===== src/design/hssc_pkg.sv =====
// Shared types and constants of the hop schedule sensing controller.
package hssc_pkg;

  // Fraction bits of the slot start and length values.
  localparam int FRAC_BITS = 16;

  localparam int TICK_W  = 32;
  localparam int RND_W   = 32;
  localparam int START_W = 16;
  localparam int LEN_W   = 17;
  localparam int FREQ_W  = 33;
  localparam int TIME_W  = 32;
  localparam int DIV_W   = 33;
  localparam int CFGI_W  = 3;
  localparam int CFGD_W  = 33;
  localparam int IN_DATA_W  = 104;
  localparam int OUT_DATA_W = 200;

  typedef enum logic {
    KIND_TICK = 1'b0,
    KIND_LOAD = 1'b1
  } kind_t;

  typedef enum logic [CFGI_W-1:0] {
    REG_PERIOD     = 3'd0,
    REG_HOP_PERIOD = 3'd1,
    REG_WINDOW     = 3'd2,
    REG_TUNE_START = 3'd3,
    REG_TUNE_END   = 3'd4,
    REG_MODE       = 3'd5
  } cfg_reg_t;

  typedef enum logic [3:0] {
    ST_IDLE,
    ST_MOD,
    ST_RD,
    ST_MUL0,
    ST_MUL1,
    ST_CMP,
    ST_FMUL0,
    ST_FMUL1,
    ST_FIN,
    ST_HOPMOD,
    ST_RNDMOD,
    ST_OUT
  } state_t;

  // One classified input item as it waits in the queue.
  typedef struct packed {
    kind_t                kind;
    logic [TICK_W-1:0]    tick;
    logic [RND_W-1:0]     rnd;
    logic [START_W-1:0]   start;
    logic [LEN_W-1:0]     len;
  } cmd_t;

  // Request to the remainder unit.
  typedef struct packed {
    logic             start;
    logic [DIV_W-1:0] dividend;
    logic [DIV_W-1:0] divisor;
  } rem_req_t;

  // Response of the remainder unit.
  typedef struct packed {
    logic             done;
    logic [DIV_W-1:0] rem;
  } rem_rsp_t;

endpackage


===== src/design/hssc_front.sv =====
// Input side: accepts items, classifies them and queues them for the back end.
module hssc_front (
  input  logic                          clk,
  input  logic                          rst_n,
  input  logic                          in_tvalid,
  output logic                          in_tready,
  input  logic [hssc_pkg::IN_DATA_W-1:0] in_tdata,
  input  logic                          in_tuser,
  output logic                          q_valid,
  input  logic                          q_ready,
  output hssc_pkg::cmd_t                q_cmd
);
  import hssc_pkg::*;

  cmd_t       mem_r [2];
  logic       wp_r, wp_nxt;
  logic       rp_r, rp_nxt;
  logic [1:0] cnt_r, cnt_nxt;
  logic       push, pop;
  cmd_t       cmd_in;

  // Decode the packed transfer into a command.
  always_comb begin
    cmd_in.kind  = kind_t'(in_tuser);
    cmd_in.tick  = in_tdata[31:0];
    cmd_in.rnd   = in_tdata[63:32];
    cmd_in.start = in_tdata[79:64];
    cmd_in.len   = in_tdata[96:80];
  end

  assign in_tready = (cnt_r != 2'd2);
  assign q_valid   = (cnt_r != 2'd0);
  assign q_cmd     = mem_r[rp_r];
  assign push      = in_tvalid && in_tready;
  assign pop       = q_valid && q_ready;

  // Queue pointers and fill count.
  always_comb begin
    wp_nxt  = push ? ~wp_r : wp_r;
    rp_nxt  = pop ? ~rp_r : rp_r;
    cnt_nxt = cnt_r + {1'b0, push} - {1'b0, pop};
  end

  always_ff @(posedge clk) begin
    if (!rst_n) begin
      wp_r  <= 1'b0;
      rp_r  <= 1'b0;
      cnt_r <= 2'd0;
    end else begin
      wp_r  <= wp_nxt;
      rp_r  <= rp_nxt;
      cnt_r <= cnt_nxt;
    end
  end

  // Queue storage.
  always_ff @(posedge clk) begin
    if (push) begin
      mem_r[wp_r] <= cmd_in;
    end
  end

endmodule


===== src/design/hssc_rem.sv =====
// Iterative restoring remainder unit, one quotient bit per cycle.
module hssc_rem (
  input  logic                clk,
  input  logic                rst_n,
  input  hssc_pkg::rem_req_t  req,
  output hssc_pkg::rem_rsp_t  rsp
);
  import hssc_pkg::*;

  localparam int CNT_W = $clog2(DIV_W + 1);

  logic [DIV_W-1:0] rem_r, rem_nxt;
  logic [DIV_W-1:0] dvd_r, dvd_nxt;
  logic [DIV_W-1:0] dsr_r;
  logic [CNT_W-1:0] cnt_r, cnt_nxt;
  logic             busy_r, busy_nxt;
  logic             done_r, done_nxt;
  logic [DIV_W:0]   trial;

  // One shift and conditional subtract per cycle.
  always_comb begin
    trial    = {rem_r, dvd_r[DIV_W-1]};
    rem_nxt  = rem_r;
    dvd_nxt  = dvd_r;
    cnt_nxt  = cnt_r;
    busy_nxt = busy_r;
    done_nxt = 1'b0;
    if (req.start) begin
      rem_nxt  = '0;
      dvd_nxt  = req.dividend;
      cnt_nxt  = CNT_W'(DIV_W);
      busy_nxt = 1'b1;
    end else if (busy_r) begin
      if (trial >= {1'b0, dsr_r}) begin
        trial = trial - {1'b0, dsr_r};
      end
      rem_nxt = trial[DIV_W-1:0];
      dvd_nxt = {dvd_r[DIV_W-2:0], 1'b0};
      cnt_nxt = cnt_r - 1'b1;
      if (cnt_r == CNT_W'(1)) begin
        busy_nxt = 1'b0;
        done_nxt = 1'b1;
      end
    end
  end

  always_ff @(posedge clk) begin
    if (!rst_n) begin
      busy_r <= 1'b0;
      done_r <= 1'b0;
      cnt_r  <= '0;
    end else begin
      busy_r <= busy_nxt;
      done_r <= done_nxt;
      cnt_r  <= cnt_nxt;
    end
  end

  always_ff @(posedge clk) begin
    rem_r <= rem_nxt;
    dvd_r <= dvd_nxt;
    if (req.start) begin
      dsr_r <= req.divisor;
    end
  end

  assign rsp.done = done_r;
  assign rsp.rem  = rem_r;

endmodule


===== src/design/hssc_back.sv =====
// Back end: slot table, schedule scan, sensing frequency steps and result register.
module hssc_back #(
  parameter int MAX_SLOTS = 16
) (
  input  logic                            clk,
  input  logic                            rst_n,
  input  logic                            q_valid,
  output logic                            q_ready,
  input  hssc_pkg::cmd_t                  q_cmd,
  input  logic                            cfg_valid,
  input  logic [hssc_pkg::CFGI_W-1:0]     cfg_index,
  input  logic [hssc_pkg::CFGD_W-1:0]     cfg_data,
  output hssc_pkg::rem_req_t              rem_req,
  input  hssc_pkg::rem_rsp_t              rem_rsp,
  output logic                            out_tvalid,
  input  logic                            out_tready,
  output logic [hssc_pkg::OUT_DATA_W-1:0] out_tdata
);
  import hssc_pkg::*;

  localparam int IW = (MAX_SLOTS > 1) ? $clog2(MAX_SLOTS) : 1;
  localparam int CW = $clog2(MAX_SLOTS + 1);
  localparam int SW = START_W + LEN_W;

  // Configuration registers.
  logic [31:0]       period_r, hop_r;
  logic [FREQ_W-1:0] win_r, ts_r, te_r;
  logic              mode_r;

  always_ff @(posedge clk) begin
    if (!rst_n) begin
      period_r <= 32'd1000000;
      hop_r    <= 32'd1000;
      win_r    <= 33'd1000000;
      ts_r     <= '0;
      te_r     <= '1;
      mode_r   <= 1'b0;
    end else if (cfg_valid) begin
      case (cfg_reg_t'(cfg_index))
        REG_PERIOD:     period_r <= cfg_data[31:0];
        REG_HOP_PERIOD: hop_r    <= cfg_data[31:0];
        REG_WINDOW:     win_r    <= cfg_data;
        REG_TUNE_START: ts_r     <= cfg_data;
        REG_TUNE_END:   te_r     <= cfg_data;
        REG_MODE:       mode_r   <= cfg_data[0];
        default: ;
      endcase
    end
  end

  logic [31:0] p_eff, hop_eff;
  assign p_eff   = (period_r == 32'd0) ? 32'd1 : period_r;
  assign hop_eff = (hop_r == 32'd0) ? 32'd1 : hop_r;

  // Slot table, written at the fill count and read at the scan index.
  logic [SW-1:0] slot_mem [MAX_SLOTS];
  logic [SW-1:0] rd_r;

  state_t            state_r, state_nxt;
  logic [TIME_W-1:0] off_r, off_nxt;
  logic [FREQ_W-1:0] freq_r, freq_nxt;
  logic [CW-1:0]     cnt_r, cnt_nxt;
  logic [CW-1:0]     idx_r, idx_nxt;
  kind_t             kind_r, kind_nxt;
  logic [RND_W-1:0]  rnd_r, rnd_nxt;
  logic              rej_r, rej_nxt;
  logic [LEN_W-1:0]  lat_r, lat_nxt;
  logic [LEN_W-1:0]  nst_r, nst_nxt;
  logic [FREQ_W-1:0] ta_r, ta_nxt;
  logic [FREQ_W-1:0] tb_r, tb_nxt;
  logic [FREQ_W-1:0] lo_r, lo_nxt;
  logic [TIME_W-1:0] since_r, since_nxt;
  logic [TIME_W-1:0] left_r, left_nxt;
  logic [TIME_W-1:0] jump_r, jump_nxt;
  logic              hit_r, hit_nxt;
  logic [3:0]        sidx_r, sidx_nxt;
  logic              mem_we;
  logic              load_out;
  logic              out_valid_r, out_valid_nxt;
  logic [OUT_DATA_W-1:0] out_data_r;

  // Shared fraction-to-time multiplier.
  logic [LEN_W-1:0]        mul_a;
  logic [LEN_W+31:0]       prod;
  logic [FREQ_W-1:0]       frac_t;
  logic [START_W-1:0]      rd_st;
  logic [LEN_W-1:0]        rd_len;
  logic [LEN_W-1:0]        rd_sum;

  assign rd_st  = rd_r[START_W-1:0];
  assign rd_len = rd_r[SW-1:START_W];
  assign rd_sum = LEN_W'({1'b0, rd_st} + rd_len);
  assign prod   = mul_a * {{LEN_W{1'b0}}, p_eff};
  assign frac_t = prod[FRAC_BITS +: FREQ_W];

  // Sensing time arithmetic.
  logic [TIME_W+1:0] opp, since_w, left_w;
  logic [FREQ_W:0]   half, lo_w, f_lin, hi_w;
  logic [FREQ_W:0]   f_sum;

  always_comb begin
    opp = {2'b0, off_r} + {2'b0, p_eff};
    if ({2'b0, off_r} >= {1'b0, ta_r}) begin
      since_w = {2'b0, off_r} - {1'b0, ta_r};
    end else if (opp >= {1'b0, ta_r}) begin
      since_w = opp - {1'b0, ta_r};
    end else begin
      since_w = '0;
    end
    if ({2'b0, off_r} < {1'b0, tb_r}) begin
      left_w = {1'b0, tb_r} - {2'b0, off_r};
    end else begin
      left_w = {1'b0, tb_r} + {2'b0, p_eff} - {2'b0, off_r};
    end
    half  = {2'b0, win_r[FREQ_W-1:1]};
    lo_w  = {1'b0, ts_r} + half;
    hi_w  = {1'b0, te_r} - half;
    f_lin = {1'b0, freq_r} + {1'b0, win_r};
    if (f_lin < {1'b0, ts_r} || f_lin > {1'b0, te_r}) begin
      f_lin = lo_w;
    end
    f_sum = {1'b0, lo_r} + {1'b0, rem_rsp.rem};
  end

  // Sequencer: next state and datapath updates.
  always_comb begin
    state_nxt = state_r;
    off_nxt   = off_r;
    freq_nxt  = freq_r;
    cnt_nxt   = cnt_r;
    idx_nxt   = idx_r;
    kind_nxt  = kind_r;
    rnd_nxt   = rnd_r;
    rej_nxt   = rej_r;
    lat_nxt   = lat_r;
    nst_nxt   = nst_r;
    ta_nxt    = ta_r;
    tb_nxt    = tb_r;
    lo_nxt    = lo_r;
    since_nxt = since_r;
    left_nxt  = left_r;
    jump_nxt  = jump_r;
    hit_nxt   = hit_r;
    sidx_nxt  = sidx_r;
    mem_we    = 1'b0;
    load_out  = 1'b0;
    q_ready   = 1'b0;
    mul_a     = rd_sum;
    rem_req.start    = 1'b0;
    rem_req.dividend = {1'b0, off_r} + {1'b0, q_cmd.tick};
    rem_req.divisor  = {1'b0, p_eff};

    case (state_r)
      ST_IDLE: begin
        q_ready = 1'b1;
        if (q_valid) begin
          kind_nxt = q_cmd.kind;
          rnd_nxt  = q_cmd.rnd;
          rej_nxt  = 1'b0;
          idx_nxt  = '0;
          lat_nxt  = '0;
          nst_nxt  = LEN_W'(1) << FRAC_BITS;
          if (q_cmd.kind == KIND_TICK) begin
            rem_req.start = 1'b1;
            state_nxt     = ST_MOD;
          end else begin
            if (cnt_r < CW'(MAX_SLOTS)) begin
              mem_we  = 1'b1;
              cnt_nxt = cnt_r + 1'b1;
            end else begin
              rej_nxt = 1'b1;
            end
            state_nxt = ST_RD;
          end
        end
      end
      ST_MOD: begin
        if (rem_rsp.done) begin
          off_nxt   = rem_rsp.rem[TIME_W-1:0];
          state_nxt = ST_RD;
        end
      end
      ST_RD: begin
        if (idx_r == cnt_r) begin
          state_nxt = ST_FMUL0;
        end else begin
          state_nxt = ST_MUL0;
        end
      end
      ST_MUL0: begin
        mul_a     = {1'b0, rd_st};
        ta_nxt    = frac_t;
        state_nxt = ST_MUL1;
      end
      ST_MUL1: begin
        mul_a     = rd_sum;
        tb_nxt    = frac_t;
        state_nxt = ST_CMP;
      end
      ST_CMP: begin
        if ({1'b0, off_r} >= ta_r && {1'b0, off_r} < tb_r) begin
          hit_nxt   = 1'b1;
          sidx_nxt  = 4'(idx_r);
          since_nxt = off_r - ta_r[TIME_W-1:0];
          left_nxt  = (tb_r - {1'b0, off_r} > 33'hFFFFFFFF) ? '1
                      : TIME_W'(tb_r - {1'b0, off_r});
          jump_nxt  = '0;
          state_nxt = ST_OUT;
        end else begin
          if (rd_sum > lat_r) begin
            lat_nxt = rd_sum;
          end
          if ({1'b0, rd_st} < nst_r) begin
            nst_nxt = {1'b0, rd_st};
          end
          idx_nxt   = idx_r + 1'b1;
          state_nxt = ST_RD;
        end
      end
      ST_FMUL0: begin
        mul_a     = lat_r;
        ta_nxt    = frac_t;
        state_nxt = ST_FMUL1;
      end
      ST_FMUL1: begin
        mul_a     = nst_r;
        tb_nxt    = frac_t;
        state_nxt = ST_FIN;
      end
      ST_FIN: begin
        hit_nxt          = 1'b0;
        sidx_nxt         = '0;
        since_nxt        = since_w[TIME_W-1:0];
        left_nxt         = left_w[TIME_W-1:0];
        rem_req.start    = 1'b1;
        rem_req.dividend = {1'b0, since_w[TIME_W-1:0]};
        rem_req.divisor  = {1'b0, hop_eff};
        state_nxt        = ST_HOPMOD;
      end
      ST_HOPMOD: begin
        if (rem_rsp.done) begin
          jump_nxt  = hop_eff - rem_rsp.rem[TIME_W-1:0];
          lo_nxt    = lo_w[FREQ_W] ? '1 : lo_w[FREQ_W-1:0];
          state_nxt = ST_OUT;
          if (rem_rsp.rem == '0 && kind_r == KIND_TICK) begin
            if (!mode_r) begin
              freq_nxt = f_lin[FREQ_W] ? '1 : f_lin[FREQ_W-1:0];
            end else if (te_r >= half[FREQ_W-1:0] && hi_w > lo_w) begin
              rem_req.start    = 1'b1;
              rem_req.dividend = {1'b0, rnd_r};
              rem_req.divisor  = FREQ_W'(hi_w - lo_w);
              state_nxt        = ST_RNDMOD;
            end else begin
              freq_nxt = lo_w[FREQ_W] ? '1 : lo_w[FREQ_W-1:0];
            end
          end
        end
      end
      ST_RNDMOD: begin
        if (rem_rsp.done) begin
          freq_nxt  = f_sum[FREQ_W] ? '1 : f_sum[FREQ_W-1:0];
          state_nxt = ST_OUT;
        end
      end
      ST_OUT: begin
        if (!out_valid_r || out_tready) begin
          load_out  = 1'b1;
          state_nxt = ST_IDLE;
        end
      end
      default: state_nxt = ST_IDLE;
    endcase
  end

  // Result register handshake.
  always_comb begin
    out_valid_nxt = out_valid_r;
    if (out_valid_r && out_tready) begin
      out_valid_nxt = 1'b0;
    end
    if (load_out) begin
      out_valid_nxt = 1'b1;
    end
  end

  always_ff @(posedge clk) begin
    if (!rst_n) begin
      state_r     <= ST_IDLE;
      off_r       <= '0;
      freq_r      <= '0;
      cnt_r       <= '0;
      out_valid_r <= 1'b0;
    end else begin
      state_r     <= state_nxt;
      off_r       <= off_nxt;
      freq_r      <= freq_nxt;
      cnt_r       <= cnt_nxt;
      out_valid_r <= out_valid_nxt;
    end
  end

  // Working registers of the current item.
  always_ff @(posedge clk) begin
    idx_r   <= idx_nxt;
    kind_r  <= kind_nxt;
    rnd_r   <= rnd_nxt;
    rej_r   <= rej_nxt;
    lat_r   <= lat_nxt;
    nst_r   <= nst_nxt;
    ta_r    <= ta_nxt;
    tb_r    <= tb_nxt;
    lo_r    <= lo_nxt;
    since_r <= since_nxt;
    left_r  <= left_nxt;
    jump_r  <= jump_nxt;
    hit_r   <= hit_nxt;
    sidx_r  <= sidx_nxt;
  end

  // Slot table write and registered read.
  always_ff @(posedge clk) begin
    if (mem_we) begin
      slot_mem[cnt_r[IW-1:0]] <= {q_cmd.len, q_cmd.start};
    end
    rd_r <= slot_mem[idx_r[IW-1:0]];
  end

  // Pack the result fields.
  always_ff @(posedge clk) begin
    if (load_out) begin
      out_data_r[0]       <= hit_r;
      out_data_r[4:1]     <= sidx_r;
      out_data_r[36:5]    <= hit_r ? since_r : '0;
      out_data_r[68:37]   <= hit_r ? left_r : '0;
      out_data_r[69]      <= !hit_r;
      out_data_r[102:70]  <= freq_r;
      out_data_r[134:103] <= hit_r ? '0 : since_r;
      out_data_r[166:135] <= hit_r ? '0 : left_r;
      out_data_r[198:167] <= jump_r;
      out_data_r[199]     <= rej_r;
    end
  end

  assign out_tvalid = out_valid_r;
  assign out_tdata  = out_data_r;

endmodule


===== src/design/hop_schedule_sensing_controller_unit.sv =====
// Top level of the hop schedule sensing controller.
// Each input transfer yields exactly one result transfer. A tick that ends in
// the sensing state scans every stored slot and then takes the sensing steps,
// plus a random frequency step when one is due. A tick that lands in a slot
// stops at that slot without scanning the rest. A slot load does not wrap the
// offset. A result that waits on out_tready holds the sequencer only once the
// next result is ready to be loaded. Processing time is set by the shared
// remainder unit, which retires one quotient bit per cycle for the offset wrap,
// the hop phase and the random placement, and by the slot scan, which reads one
// table entry and runs two fraction-to-time multiplies per slot. A two-entry
// queue sits between the input side and the sequencer, and a result register
// lets the next item start while a result waits.
// Configuration writes are always taken.
module hop_schedule_sensing_controller_unit #(
  parameter int MAX_SLOTS = 16
) (
  input  logic                            clk,
  input  logic                            rst_n,
  input  logic                            in_tvalid,
  output logic                            in_tready,
  // tick_us, random_value, slot_start_frac, slot_len_frac, zero fill
  input  logic [hssc_pkg::IN_DATA_W-1:0]  in_tdata,
  // kind
  input  logic                            in_tuser,
  output logic                            out_tvalid,
  input  logic                            out_tready,
  // in_slot, slot_index, slot_since_us, slot_left_us, sensing,
  // sensing_freq_hz, sensing_since_us, sensing_left_us, next_jump_us,
  // load_rejected
  output logic [hssc_pkg::OUT_DATA_W-1:0] out_tdata,
  input  logic                            cfg_valid,
  output logic                            cfg_ready,
  input  logic [hssc_pkg::CFGI_W-1:0]     cfg_index,
  input  logic [hssc_pkg::CFGD_W-1:0]     cfg_data
);
  import hssc_pkg::*;

  logic     q_valid;
  logic     q_ready;
  cmd_t     q_cmd;
  rem_req_t rem_req;
  rem_rsp_t rem_rsp;

  assign cfg_ready = 1'b1;

  hssc_front u_front (
    .clk       (clk),
    .rst_n     (rst_n),
    .in_tvalid (in_tvalid),
    .in_tready (in_tready),
    .in_tdata  (in_tdata),
    .in_tuser  (in_tuser),
    .q_valid   (q_valid),
    .q_ready   (q_ready),
    .q_cmd     (q_cmd)
  );

  hssc_rem u_rem (
    .clk   (clk),
    .rst_n (rst_n),
    .req   (rem_req),
    .rsp   (rem_rsp)
  );

  hssc_back #(
    .MAX_SLOTS (MAX_SLOTS)
  ) u_back (
    .clk        (clk),
    .rst_n      (rst_n),
    .q_valid    (q_valid),
    .q_ready    (q_ready),
    .q_cmd      (q_cmd),
    .cfg_valid  (cfg_valid),
    .cfg_index  (cfg_index),
    .cfg_data   (cfg_data),
    .rem_req    (rem_req),
    .rem_rsp    (rem_rsp),
    .out_tvalid (out_tvalid),
    .out_tready (out_tready),
    .out_tdata  (out_tdata)
  );

endmodule

===== config.mk =====
export PLATFORM = sky130hd
export DESIGN_NAME = hop_schedule_sensing_controller_unit
export DESIGN_NICKNAME = d
export VERILOG_FILES = /design/src/design/hssc_pkg.sv /design/src/design/hssc_front.sv /design/src/design/hssc_rem.sv /design/src/design/hssc_back.sv /design/src/design/hop_schedule_sensing_controller_unit.sv
export SDC_FILE = /design/constraint.sdc
export NUM_CORES = 2
export LEC_CHECK = 0
export BUFFER_PORTS_ARGS = -buffer_cell sky130_fd_sc_hd__buf_2
export CAP_MARGIN = 25
export CORE_UTILIZATION = 25
export CTS_CLUSTER_DIAMETER = 40
export DETAILED_ROUTE_END_ITERATION = 10
export GPL_ROUTABILITY_DRIVEN = 0
export PLACE_DENSITY_LB_ADDON = 0.1
export RECOVER_POWER = 50
export SYNTH_ARGS = -nofsm -noshare
export SYNTH_HDL_FRONTEND = slang
export SYNTH_SLANG_ARGS = --single-unit

===== constraint.sdc =====
create_clock -name clk -period 10.4 [get_ports clk]
set_input_delay 2.08 -clock clk [delete_from_list [all_inputs] [get_ports clk]]
set_output_delay 2.08 -clock clk [all_outputs]
set_load 0.01 [all_outputs]

==> run metrics <==
Die H 640.1 um; post-cts sizing count 0; Avg Synthesized Cell Area 10.84 um2; Net count, final 11170; Via-to-Cell Ratio 4.716; YS warnings 0; standard-cell rows 233; largest net degree at the start of global routing 137; Slowest-stage cell, CP fa_1; io pins 349; Final setup viols 0; Die ar. 409700 um2; Avg WL per Cell 24.34 um; fin crit period 9.823 ns; initial antenna violation count 37; Final period util 0.9445; depth of the CTS H-tree 5; Worst-Skew Late Latency 0.94 ns; Post-synth EDFFs 1263; CTS Root Cell clkbuf_16; synth cell count leaders edfxtp_1, nand2_1, inv_1; first-pass GRT wire length 537500 um; dominant cells by area after synthesis edfxtp_1, fa_1, ha_1, dfxtp_1, nand2_1; Post-Route WL 378600 um; crit-path max FO 15; Slew headroom -3.758; most frequent cell after synthesis edfxtp_1; Worst Hold Class reg -> reg; Simple-Gate Fraction of Synth Area 0.1146; Tightest Pin Transition 7.136 ns; Die X 640.1 um; mux cell area share after synthesis 0.05213; XOR/XNOR Fraction of Synth Area 0.03485; startpoint types register; most used cell, CP fa_1; WS Path Type reg -> reg; CP top delay family adder cells; failing checks max-capacitance violations, max-slew violations; CTS tree yes; share of cells above drive strength 1 0.1421; Critical Path RT 11.03 ns; total gr overflow 0; Synth Flop Type edfxtp_1; number of flip-flops in the largest register 528; Seq/Total Area, Yosys 0.4352; Post-Synthesis Cells 9391; outcome complete, but fails checks; core footprint 404100 um2; kind of end point of the critical path register; largest family of logic cells by synthesized area adder cells; Post-synth ARST share 0; clock sink count 1581; skew final 0.09338 ns; vias in the first global route 74180; Synth cell types 119; Area Growth Syn to Fin 19.73%; GR Util All Layers 0.1801; TritonCTS Buffers 330; CP peak stage delay 0.58 ns; area leader, netlist edfxtp_1; CTS Hold Bufs 0; max-cap check violation count 21; final hold vios 0; CTS Buffer Depth 4; Yosys reg bits 1581; cell area after synthesis 101800 um2; clock slew at reported path FFs 0.06 ns; IO Port Bufs 340; setup_tns 0 ns; drt initial violations 5095; initial core utilization 0.2519; WP data arrival 10.45 ns; Synth Area in Adders 0.1782; Routed Antenna Nets 0; compound-gate portion of the synthesized area 0.1274; syn_nets 10690; Fillers 41650; RSZ-0062 raised after global routing false; Final Max Slew Viols 945; post-DP HPWL 282400 um; Worst Path Buf+Inv 6; DR pass1 iterations 6; post-CTS setup-driven buffer insertion count 0; routed vias 73360; fmax 0.1018 GHz; DRC viols 0; area share of the largest cell type after synthesis 0.3726
## logic make-up after synthesis
family,count (synthesis)
mux,309
compound gates,1911
flops,1581
buf+inv,1528
xor+xnor,405
fa+ha+maj,1155
other cells,1
simple gates,2501
## path summary, 6_finish.rpt
kind	startpoint	end	slack, ns	depth (start not counted)
max	u_back.rd_r[0]$_DFF_P_	u_back.ta_r[32]$_DFFE_PP_	0.58	35
min	u_back.jump_r[4]$_SDFFCE_PN0P_	u_back.out_tdata[171]$_DFFE_PP_	0.39	0
max reg2reg	u_back.rd_r[0]$_DFF_P_	u_back.ta_r[32]$_DFFE_PP_	0.58	35
min reg2reg	u_back.jump_r[4]$_SDFFCE_PN0P_	u_back.out_tdata[171]$_DFFE_PP_	0.39	0
## layout by cell type (no fill, tap or decap), types with 243 or more instances in the layout
cell type and n:
clkbuf_16 338, o21ai_0 310, xnor2_1 243, edfxtp_1 1263, ha_1 664, a21o_1 243
fa_1 491, buf_2 278, inv_1 1083, dfxtp_1 315, nor2_1 387, a21oi_1 486
nand2_1 1139
## stage by stage
step / setup WS, ns / util / area [um2] / cells / hold WS [ns]
final: 0.5769 / 0.3016 / 121900 / 15560 / 0.3934
after global routing: 0.06088 / 0.3015 / 121800 / 15550 / 0.3954
after CTS: 0.3775 / 0.3020 / 122000 / 15540 / 0.3949
after detailed placement: 0.4702 / 0.2740 / 110700 / 14940 / 0.4062
after global placement: 0.4573 / 0.2737 / 110600 / 14930 / 0.4080
after floorplan: 1.521 / - / 101800 / 9391 / 0.4003
## layer usage
layer	global-route usage	wire length, um	vias up
met3	0.02661	18310	503
met4	0.04966	10770	8
li1	-	-	34090
met2	0.2912	173000	1864
met5	0	51	-
met1	0.2499	176500	36900
## cell type report
cell class / instances / area, um2 / area share
repair buffers: 585 / 3451 / 0.02832
clock inverters: 203 / 2442 / 0.02004
flip-flops and latches: 1581 / 44300 / 0.3635
multi-input cells: 6282 / 51910 / 0.4260
diodes: 12 / 30.03 / 0.0002464
inverters: 1087 / 4081 / 0.03349
clock buffers: 401 / 8894 / 0.07298
well taps: 5405 / 6763 / 0.05549
Power is not shown: default switching activity piles up to over one toggle a cycle in this logic, so the estimate is an artifact.
